===== src/rtl/pipeo_pkg.sv =====
// shared types and constants for the even-odd point in polygon block
// no dependencies; imported by every module of the block
package pipeo_pkg;

    localparam int COORD_BITS  = 16;
    localparam int DIFF_BITS   = COORD_BITS + 1;
    localparam int PROD_BITS   = 2 * DIFF_BITS;
    localparam int CROSS_BITS  = PROD_BITS + 1;
    localparam int QUEUE_DEPTH = 4;
    localparam int QPTR_BITS   = $clog2(QUEUE_DEPTH);
    localparam int QCNT_BITS   = $clog2(QUEUE_DEPTH + 1);

    typedef struct packed {
        logic signed [COORD_BITS-1:0] ax;
        logic signed [COORD_BITS-1:0] ay;
        logic signed [COORD_BITS-1:0] bx;
        logic signed [COORD_BITS-1:0] by;
    } seg_t;

    // one word of edge work handed from front to back
    typedef struct packed {
        logic signed [COORD_BITS-1:0] px;
        logic signed [COORD_BITS-1:0] py;
        seg_t                         seg_open;
        seg_t                         seg_close;
        logic                         first;
        logic                         last;
    } work_t;

endpackage


===== src/rtl/pipeo_front.sv =====
// front end: accepts vertex words, keeps first and previous vertex, forms edges
// depends on pipeo_pkg
module pipeo_front (
    input  logic                                   clk,
    input  logic                                   rst_n,
    input  logic                                   push,
    output logic                                   full,
    input  logic signed [pipeo_pkg::COORD_BITS-1:0] point_x,
    input  logic signed [pipeo_pkg::COORD_BITS-1:0] point_y,
    input  logic signed [pipeo_pkg::COORD_BITS-1:0] vertex_x,
    input  logic signed [pipeo_pkg::COORD_BITS-1:0] vertex_y,
    input  logic                                   first_vertex,
    input  logic                                   last_vertex,
    output logic                                   enq,
    output pipeo_pkg::work_t                       enq_data,
    input  logic                                   q_full
);
    import pipeo_pkg::*;

    logic signed [COORD_BITS-1:0] first_x_reg, first_x_next;
    logic signed [COORD_BITS-1:0] first_y_reg, first_y_next;
    logic signed [COORD_BITS-1:0] prev_x_reg;
    logic signed [COORD_BITS-1:0] prev_y_reg;

    assign full = q_full;
    assign enq  = push && !q_full;

    always_comb
    begin
        first_x_next = first_vertex ? vertex_x : first_x_reg;
        first_y_next = first_vertex ? vertex_y : first_y_reg;

        enq_data.px           = point_x;
        enq_data.py           = point_y;
        enq_data.seg_open.ax  = prev_x_reg;
        enq_data.seg_open.ay  = prev_y_reg;
        enq_data.seg_open.bx  = vertex_x;
        enq_data.seg_open.by  = vertex_y;
        enq_data.seg_close.ax = vertex_x;
        enq_data.seg_close.ay = vertex_y;
        enq_data.seg_close.bx = first_x_next;
        enq_data.seg_close.by = first_y_next;
        enq_data.first        = first_vertex;
        enq_data.last         = last_vertex;
    end

    always_ff @(posedge clk or negedge rst_n)
    begin
        if (!rst_n)
        begin
            first_x_reg <= '0;
            first_y_reg <= '0;
            prev_x_reg  <= '0;
            prev_y_reg  <= '0;
        end
        else if (enq)
        begin
            first_x_reg <= first_x_next;
            first_y_reg <= first_y_next;
            prev_x_reg  <= vertex_x;
            prev_y_reg  <= vertex_y;
        end
    end

endmodule


===== src/rtl/pipeo_queue.sv =====
// short queue of edge work words between front and back
// depends on pipeo_pkg
module pipeo_queue (
    input  logic             clk,
    input  logic             rst_n,
    input  logic             enq,
    input  pipeo_pkg::work_t enq_data,
    output logic             full,
    input  logic             deq,
    output pipeo_pkg::work_t deq_data,
    output logic             empty
);
    import pipeo_pkg::*;

    work_t                mem_reg [QUEUE_DEPTH];
    logic [QPTR_BITS-1:0] wr_ptr_reg, rd_ptr_reg;
    logic [QCNT_BITS-1:0] cnt_reg, cnt_next;

    assign full     = (cnt_reg == QCNT_BITS'(QUEUE_DEPTH));
    assign empty    = (cnt_reg == '0);
    assign deq_data = mem_reg[rd_ptr_reg];

    always_comb
    begin
        cnt_next = cnt_reg;
        if (enq && !deq)
            cnt_next = cnt_reg + 1'b1;
        else if (deq && !enq)
            cnt_next = cnt_reg - 1'b1;
    end

    always_ff @(posedge clk)
    begin
        if (enq)
            mem_reg[wr_ptr_reg] <= enq_data;
    end

    always_ff @(posedge clk or negedge rst_n)
    begin
        if (!rst_n)
        begin
            wr_ptr_reg <= '0;
            rd_ptr_reg <= '0;
            cnt_reg    <= '0;
        end
        else
        begin
            if (enq)
                wr_ptr_reg <= wr_ptr_reg + 1'b1;
            if (deq)
                rd_ptr_reg <= rd_ptr_reg + 1'b1;
            cnt_reg <= cnt_next;
        end
    end

    a_no_overflow: assert property (@(posedge clk) disable iff (!rst_n)
        full |-> !enq || deq)
        else $error("queue written while full");

    a_no_underflow: assert property (@(posedge clk) disable iff (!rst_n)
        deq |-> !empty)
        else $error("queue read while empty");

    a_count_bound: assert property (@(posedge clk) disable iff (!rst_n)
        cnt_reg <= QCNT_BITS'(QUEUE_DEPTH))
        else $error("queue count out of range");

endmodule


===== src/rtl/pipeo_back.sv =====
// back end: three-stage edge test pipeline, parity and boundary tracking, result queue
// depends on pipeo_pkg
module pipeo_back (
    input  logic             clk,
    input  logic             rst_n,
    input  logic             q_empty,
    input  pipeo_pkg::work_t q_data,
    output logic             deq,
    output logic             empty,
    input  logic             pop,
    output logic             inside_res,
    output logic             on_boundary
);
    import pipeo_pkg::*;

    typedef struct packed {
        logic box;
        logic strad;
        logic dypos;
    } flag_t;

    typedef struct packed {
        logic in_poly;
        logic bound;
    } res_t;

    seg_t                        segs [2];
    logic signed [DIFF_BITS-1:0] dxe_c [2], dyp_c [2], dye_c [2], dxp_c [2];
    flag_t                       flag_c [2];

    logic                        s1_valid_reg, s1_first_reg, s1_last_reg;
    logic signed [DIFF_BITS-1:0] s1_dxe_reg [2], s1_dyp_reg [2];
    logic signed [DIFF_BITS-1:0] s1_dye_reg [2], s1_dxp_reg [2];
    flag_t                       s1_flag_reg [2];

    logic                        s2_valid_reg, s2_first_reg, s2_last_reg;
    logic signed [PROD_BITS-1:0] s2_m1_reg [2], s2_m2_reg [2];
    flag_t                       s2_flag_reg [2];

    logic                        s3_valid_reg, s3_first_reg, s3_last_reg;
    logic signed [PROD_BITS-1:0] s3_m1_reg [2], s3_m2_reg [2];
    flag_t                       s3_flag_reg [2];

    logic signed [CROSS_BITS-1:0] cr_c [2];
    logic                         en_c [2], on_c [2], cross_c [2];
    logic                         parity_reg, parity_next, parity_acc;
    logic                         bound_reg, bound_next, bound_acc;

    res_t       ofifo_reg [2];
    logic       owr_reg, ord_reg;
    logic [1:0] ocnt_reg;
    logic       ofull, opush, opop, adv;

    assign ofull = (ocnt_reg == 2'd2);
    assign adv   = !(s3_valid_reg && s3_last_reg && ofull);
    assign deq   = adv && !q_empty;
    assign opush = adv && s3_valid_reg && s3_last_reg;
    assign opop  = pop && !empty;
    assign empty = (ocnt_reg == 2'd0);

    assign inside_res  = ofifo_reg[ord_reg].in_poly;
    assign on_boundary = ofifo_reg[ord_reg].bound;

    // stage one: differences and range compares
    always_comb
    begin
        segs[0] = q_data.seg_open;
        segs[1] = q_data.seg_close;
        for (int i = 0; i < 2; i++)
        begin
            dxe_c[i] = DIFF_BITS'(segs[i].bx) - DIFF_BITS'(segs[i].ax);
            dyp_c[i] = DIFF_BITS'(q_data.py) - DIFF_BITS'(segs[i].ay);
            dye_c[i] = DIFF_BITS'(segs[i].by) - DIFF_BITS'(segs[i].ay);
            dxp_c[i] = DIFF_BITS'(q_data.px) - DIFF_BITS'(segs[i].ax);
            flag_c[i].box =
                ((segs[i].ax <= q_data.px && q_data.px <= segs[i].bx) ||
                 (segs[i].bx <= q_data.px && q_data.px <= segs[i].ax)) &&
                ((segs[i].ay <= q_data.py && q_data.py <= segs[i].by) ||
                 (segs[i].by <= q_data.py && q_data.py <= segs[i].ay));
            flag_c[i].strad = (segs[i].ay > q_data.py) != (segs[i].by > q_data.py);
            flag_c[i].dypos = segs[i].by > segs[i].ay;
        end
    end

    // stage three: cross product sign and accumulation
    always_comb
    begin
        en_c[0] = !s3_first_reg;
        en_c[1] = s3_last_reg;
        for (int i = 0; i < 2; i++)
        begin
            cr_c[i]    = CROSS_BITS'(s3_m1_reg[i]) - CROSS_BITS'(s3_m2_reg[i]);
            on_c[i]    = en_c[i] && (cr_c[i] == '0) && s3_flag_reg[i].box;
            cross_c[i] = en_c[i] && s3_flag_reg[i].strad &&
                         (s3_flag_reg[i].dypos ? (cr_c[i] < 0) : (cr_c[i] > 0));
        end
        parity_acc  = (s3_first_reg ? 1'b0 : parity_reg) ^ cross_c[0] ^ cross_c[1];
        bound_acc   = (s3_first_reg ? 1'b0 : bound_reg) | on_c[0] | on_c[1];
        parity_next = parity_reg;
        bound_next  = bound_reg;
        if (adv && s3_valid_reg)
        begin
            parity_next = s3_last_reg ? 1'b0 : parity_acc;
            bound_next  = s3_last_reg ? 1'b0 : bound_acc;
        end
    end

    always_ff @(posedge clk)
    begin
        if (adv)
        begin
            for (int i = 0; i < 2; i++)
            begin
                s1_dxe_reg[i]  <= dxe_c[i];
                s1_dyp_reg[i]  <= dyp_c[i];
                s1_dye_reg[i]  <= dye_c[i];
                s1_dxp_reg[i]  <= dxp_c[i];
                s1_flag_reg[i] <= flag_c[i];
                s2_m1_reg[i]   <= s1_dxe_reg[i] * s1_dyp_reg[i];
                s2_m2_reg[i]   <= s1_dye_reg[i] * s1_dxp_reg[i];
                s2_flag_reg[i] <= s1_flag_reg[i];
                s3_m1_reg[i]   <= s2_m1_reg[i];
                s3_m2_reg[i]   <= s2_m2_reg[i];
                s3_flag_reg[i] <= s2_flag_reg[i];
            end
            s1_first_reg <= q_data.first;
            s1_last_reg  <= q_data.last;
            s2_first_reg <= s1_first_reg;
            s2_last_reg  <= s1_last_reg;
            s3_first_reg <= s2_first_reg;
            s3_last_reg  <= s2_last_reg;
        end
        if (opush)
            ofifo_reg[owr_reg] <= '{in_poly: parity_acc | bound_acc, bound: bound_acc};
    end

    always_ff @(posedge clk or negedge rst_n)
    begin
        if (!rst_n)
        begin
            s1_valid_reg <= 1'b0;
            s2_valid_reg <= 1'b0;
            s3_valid_reg <= 1'b0;
            parity_reg   <= 1'b0;
            bound_reg    <= 1'b0;
            owr_reg      <= 1'b0;
            ord_reg      <= 1'b0;
            ocnt_reg     <= 2'd0;
        end
        else
        begin
            if (adv)
            begin
                s1_valid_reg <= !q_empty;
                s2_valid_reg <= s1_valid_reg;
                s3_valid_reg <= s2_valid_reg;
            end
            parity_reg <= parity_next;
            bound_reg  <= bound_next;
            if (opush)
                owr_reg <= !owr_reg;
            if (opop)
                ord_reg <= !ord_reg;
            if (opush && !opop)
                ocnt_reg <= ocnt_reg + 2'd1;
            else if (opop && !opush)
                ocnt_reg <= ocnt_reg - 2'd1;
        end
    end

    a_result_clears: assert property (@(posedge clk) disable iff (!rst_n)
        opush |=> !parity_reg && !bound_reg)
        else $error("accumulators not cleared after result");

    a_no_result_overflow: assert property (@(posedge clk) disable iff (!rst_n)
        opush |-> !ofull || opop)
        else $error("result queue written while full");

    a_stall_holds: assert property (@(posedge clk) disable iff (!rst_n)
        !adv |=> s3_valid_reg && s3_last_reg)
        else $error("stalled result word lost");

endmodule


===== src/rtl/point_in_polygon_even_odd.sv =====
// even-odd point in polygon test over a vertex stream, top level
// a result passes through the work queue, the edge test stages and the result queue
// throughput: one vertex word per cycle while full is low (three-stage edge pipeline)
// a four-word queue separates front and back; a two-word result queue feeds the output
// reset clears stored vertices, accumulators and all queues; no clearing pass
// depends on pipeo_pkg, pipeo_front, pipeo_queue, pipeo_back
module point_in_polygon_even_odd (
    input  logic                                   clk,
    input  logic                                   rst_n,
    input  logic                                   push,
    output logic                                   full,
    input  logic signed [pipeo_pkg::COORD_BITS-1:0] point_x,
    input  logic signed [pipeo_pkg::COORD_BITS-1:0] point_y,
    input  logic signed [pipeo_pkg::COORD_BITS-1:0] vertex_x,
    input  logic signed [pipeo_pkg::COORD_BITS-1:0] vertex_y,
    input  logic                                   first_vertex,
    input  logic                                   last_vertex,
    output logic                                   empty,
    input  logic                                   pop,
    output logic                                   inside_res,
    output logic                                   on_boundary
);
    import pipeo_pkg::*;

    logic  enq, q_full, deq, q_empty;
    work_t enq_data, deq_data;

    pipeo_front u_front (
        .clk          (clk),
        .rst_n        (rst_n),
        .push         (push),
        .full         (full),
        .point_x      (point_x),
        .point_y      (point_y),
        .vertex_x     (vertex_x),
        .vertex_y     (vertex_y),
        .first_vertex (first_vertex),
        .last_vertex  (last_vertex),
        .enq          (enq),
        .enq_data     (enq_data),
        .q_full       (q_full)
    );

    pipeo_queue u_queue (
        .clk      (clk),
        .rst_n    (rst_n),
        .enq      (enq),
        .enq_data (enq_data),
        .full     (q_full),
        .deq      (deq),
        .deq_data (deq_data),
        .empty    (q_empty)
    );

    pipeo_back u_back (
        .clk         (clk),
        .rst_n       (rst_n),
        .q_empty     (q_empty),
        .q_data      (deq_data),
        .deq         (deq),
        .empty       (empty),
        .pop         (pop),
        .inside_res  (inside_res),
        .on_boundary (on_boundary)
    );

endmodule


===== config.mk =====
export PLATFORM = sky130hd
export DESIGN_NAME = point_in_polygon_even_odd
export DESIGN_NICKNAME = d
export VERILOG_FILES = /design/src/rtl/pipeo_pkg.sv /design/src/rtl/pipeo_front.sv /design/src/rtl/pipeo_queue.sv /design/src/rtl/pipeo_back.sv /design/src/rtl/point_in_polygon_even_odd.sv
export SDC_FILE = /design/constraint.sdc
export NUM_CORES = 2
export LEC_CHECK = 0
export BUFFER_PORTS_ARGS = -buffer_cell sky130_fd_sc_hd__buf_2
export CORE_MARGIN = 2
export CORE_UTILIZATION = 60
export DETAILED_ROUTE_END_ITERATION = 10
export GPL_TIMING_DRIVEN = 0
export PLACE_DENSITY = 0.76
export REMOVE_ABC_BUFFERS = 1
export SLEW_MARGIN = 5
export SYNTH_ARGS = -nofsm -noshare
export SYNTH_HDL_FRONTEND = slang
export SYNTH_SLANG_ARGS = --single-unit

===== constraint.sdc =====
create_clock -name clk -period 56.9 [get_ports clk]
set_input_delay 2.845 -clock clk [delete_from_list [all_inputs] [get_ports clk]]
set_output_delay 2.845 -clock clk [all_outputs]
set_load 0.02 [all_outputs]

==> flow_summary_export.csv <==
group,metric,value,unit
clocking,cts.reportedPaths.clkPinSlew,70,ps
floorplanning,design.core.area,147000,um2
placed_design,place_congestion,0.898,
timing,setup_viol,0,
worst_setup_path,worstSetupStartpointType,"register",
global_route,grt-busiest-layer,"met2",
floorplanning,row_count,141,
timing,slew_headroom,15.5,%
global_route,grt_pass1_vias,59636,
min_path,min-delay-path-class,"reg2reg",
timing,maxSlewViolCount,0,
floorplanning,dieWidth,389,um
clocking,cts_setup_buffers,0,
worst_setup_path,crit_path_cell_trace,"nand2_1, fa_1, fa_1, fa_1, fa_1, inv_1, fa_1, inv_1, fa_1, inv_1, ha_1, a21o_1, a21oi_1, nor2b_1, a311oi_1, a21oi_1, o31ai_1, a21oi_1, a2111oi_0, o21bai_1, a21boi_0, o21bai_1, a21oi_1, xnor2_1",
route,routedWlPerCell,21.5,um
clocking,clockBufferDepth,3,
yosys,synthesis.instances,7602,
global_route,global_route_usage_over_all_layers,28.5,%
worst_setup_path,critPathMostFrequentCell,"fa_1",
global_route,grt_use_met2,47.5,%
layout,design_area,95500,um2
clocking,cts.hold.buffers_added,0,
yosys,synth-seq-area-share,34.6,%
min_path,worstHoldEndpoint,"u_back.s2_flag_reg[0][4]",
timing,fmax,119,MHz
run,timing.max_cap.violations,0,
placed_design,dpl_cell_area,91700,um2
route,drt.antenna.violating_nets,0,
yosys,synth-edff-count,956,
clocking,post_cts_resized,0,
global_route,met3_grt_util,4.61,%
yosys,cell_area_synth,88800,um2
clocking,clock_insertion_delay_worst_skew,780,ps
route,detail_route.drc_violations,0,
outcome,status,"complete, no violations",
worst_setup_path,critical-path-max-stage-delay,920,ps
worst_setup_path,data_required_critical_path,57330,ps
layout,area_delta_synth_final,7.55,%
timing,finClkSkew,98.4,ps
worst_setup_path,setup_slack_reg_to_reg,48520,ps
yosys,postSynthAreaPerCell,11.7,um2
floorplanning,die_h,389,um
floorplanning,initial_core_util,60.3,%
layout,drive_gt1_share,7.40,%
worst_setup_path,r2r_start,"u_back.s1_dxe_reg[0][26]",
layout,final_core_utilization,64.9,%
timing,timing.final.hold_violations,0,
timing,worst_pin_slew,1270,ps
timing,timing.setup.tns,0,ps
global_route,globalRouteOverflowTotal,0,
timing,timing.hold.ws,360,ps
yosys,number_of_synthesis_warnings,0,
clocking,cts_htree_levels,3,
clocking,cts-buffers-inserted,106,
worst_setup_path,worst-setup-path-type,"reg2reg",
min_path,worstHoldStart,"u_back.s1_flag_reg[0][4]",
timing,post-route-min-period,8380,ps
min_path,whs_path_depth,0,
worst_setup_path,slowest_stage,"edfxtp_1",
worst_setup_path,worst-endpoint-arrival,8800,ps
worst_setup_path,worst_r2r_path_depth,24,
global_route,gr-usage-met1,37.6,%
floorplanning,floorplan.io_pins,74,
worst_setup_path,timing.critical_path.to_type,"register",
yosys,unique_cell_type_count_in_the_yosys_netlist,89,
placed_design,place.port_buffers,73,
global_route,maximum_number_of_pins_on_one_net_before_global_route_repair,57,
placed_design,dp_hpwl,158000,um
global_route,grt_antenna_before_repair,10,
route,final_wl,207000,um
yosys,ys_seq_elements,1036,
route,number_of_detailed_route_iterations_in_the_first_pass,6,
clocking,cts_root_buffer,"clkbuf_16",
timing,period_share,14.7,%
clocking,clock_tree_from_tritoncts,"done",
floorplanning,floorplan.die_area,151000,um2
global_route,wire_length_of_the_first_global_routing_pass,331000,um
route,via_count,56091,
layout,largest_reg_flops,520,
route,via_per_inst,5.81,
worst_setup_path,worst-path-max-fanout,17,
timing,rsz0062_at_grt,"false",
yosys,async_reset_ff_share,7.72,%
clocking,cts_num_sinks,1036,
worst_setup_path,worstReg2RegEnd,"u_back.s2_m1_reg[0][67]",
yosys,postSynth.topFlopCell,"edfxtp_1",
route,drt-initial-drc-count,4627,
layout,num-nets-final,9465,
-- worst max-delay path, delay by kind of cell (launching register included) --
| kind | cells | cell delay, ps |
|---|---|---|
| adder cells (fa/ha/maj) | 7 | 3430 |
| AO/OA/AOI/OAI | 11 | 3030 |
| flip-flops | 1 | 920 |
| XOR/XNOR | 1 | 280 |
| AND/OR/NAND/NOR | 2 | 230 |
| buffers and inverters | 3 | 140 |
-- Yosys cell counts, types with 42 or more instances --
master,instances,area share [%]
a21boi_0,42,0.35
a21o_1,111,0.94
a21oi_1,195,1.1
and2_1,603,4.2
clkbuf_1,179,0.76
dfrtp_1,80,2.3
edfxtp_1,956,32
fa_1,1193,27
ha_1,580,8.2
inv_1,1465,6.2
mux2_2,102,1.3
mux4_2,130,3.3
nand2_1,670,2.8
nand2b_1,62,0.44
nand3_1,47,0.26
nor2_1,259,1.1
nor2b_1,72,0.51
nor3_1,48,0.27
o21ai_0,152,0.86
xnor2_1,187,1.8
xor2_1,77,0.76
-- stage by stage --
| stage | cells | setup slack, ps |
|---|---|---|
| after global placement | 9396 | 32210 |
| final | 9651 | 48520 |
| after CTS | 9646 | 48630 |
| after floorplan | 7393 | 38740 |
| after detailed placement | 9444 | 48750 |
| after global routing | 9649 | 48100 |
-- layout by cell type (no fill, tap or decap), drive strengths merged, types with 20 or more instances in the layout --
cell    count
nor2b      72
a21boi     42
clkinv     33
a21oi     195
clkbuf    137
ha        580
fa       1193
o21a       28
nor3       48
nand2b     62
a21o      111
and2      605
a31oi      20
and3       26
buf       121
mux4      130
nand3      47
xor2       77
nor2      259
xnor2     187
o21ai     157
mux2      102
nand4      32
inv      1476
edfxtp    956
nand2     670
dfrtp      80
-- cell families (layout without fill, tap and decap cells) --
logic type               after synthesis  count (layout)  share of synthesized area [%]
flip-flops                          1036            1036                           34.6
buffers and inverters               1674            1788                           7.10
adder cells (fa/ha/maj)             1773            1773                           35.1
XOR/XNOR                             264             264                           2.60
AND/OR/NAND/NOR                     1908            1908                           10.8
AO/OA/AOI/OAI                        710             710                           5.23
multiplexers                         237             237                           4.64
other                                  0               5                              0
-- layer usage --
| layer | wire [um] | part of all wire, % | vias up |
|---|---|---|---|
| met3 | 15000 | 7.2 | 436 |
| met5 | 47 | 0.023 | - |
| li1 | - | - | 24701 |
| met1 | 81600 | 39 | 28771 |
| met2 | 102000 | 49 | 2175 |
| met4 | 8930 | 4.3 | 8 |
-- worst max path at each step --
| stage | startpoint | end | slack (ps) | depth (start not counted) |
|---|---|---|---|---|
| finish | u_back.s1_dxe_reg[0][26] | u_back.s2_m1_reg[0][67] | 48520 | 24 |
| floorplan | u_back.ocnt_reg[0] | u_back.ocnt_reg[1] | 38740 | 6 |
| global route | u_back.s1_dxe_reg[0][27] | u_back.s2_m1_reg[0][67] | 48100 | 24 |
| CTS | u_back.s1_dxe_reg[0][26] | u_back.s2_m1_reg[0][67] | 48630 | 24 |
| detailed placement | u_back.s1_dxe_reg[0][26] | u_back.s2_m1_reg[0][67] | 48750 | 24 |
| global placement | u_back.s3_last_reg | u_back.ocnt_reg[1] | 32210 | 6 |
-- final cells by class --
type	instances	area [um2]
multi-input combinational	4892	51800
fill	10665	51800
sequential	1036	30700
inverter	1465	5500
clock buffer	137	2940
tap	1930	2410
timing repair buffer	121	1250
clock inverter	65	876
antenna	5	12.5
Power is not shown: default switching activity piles up to over one toggle a cycle in this logic, so the estimate is an artifact.
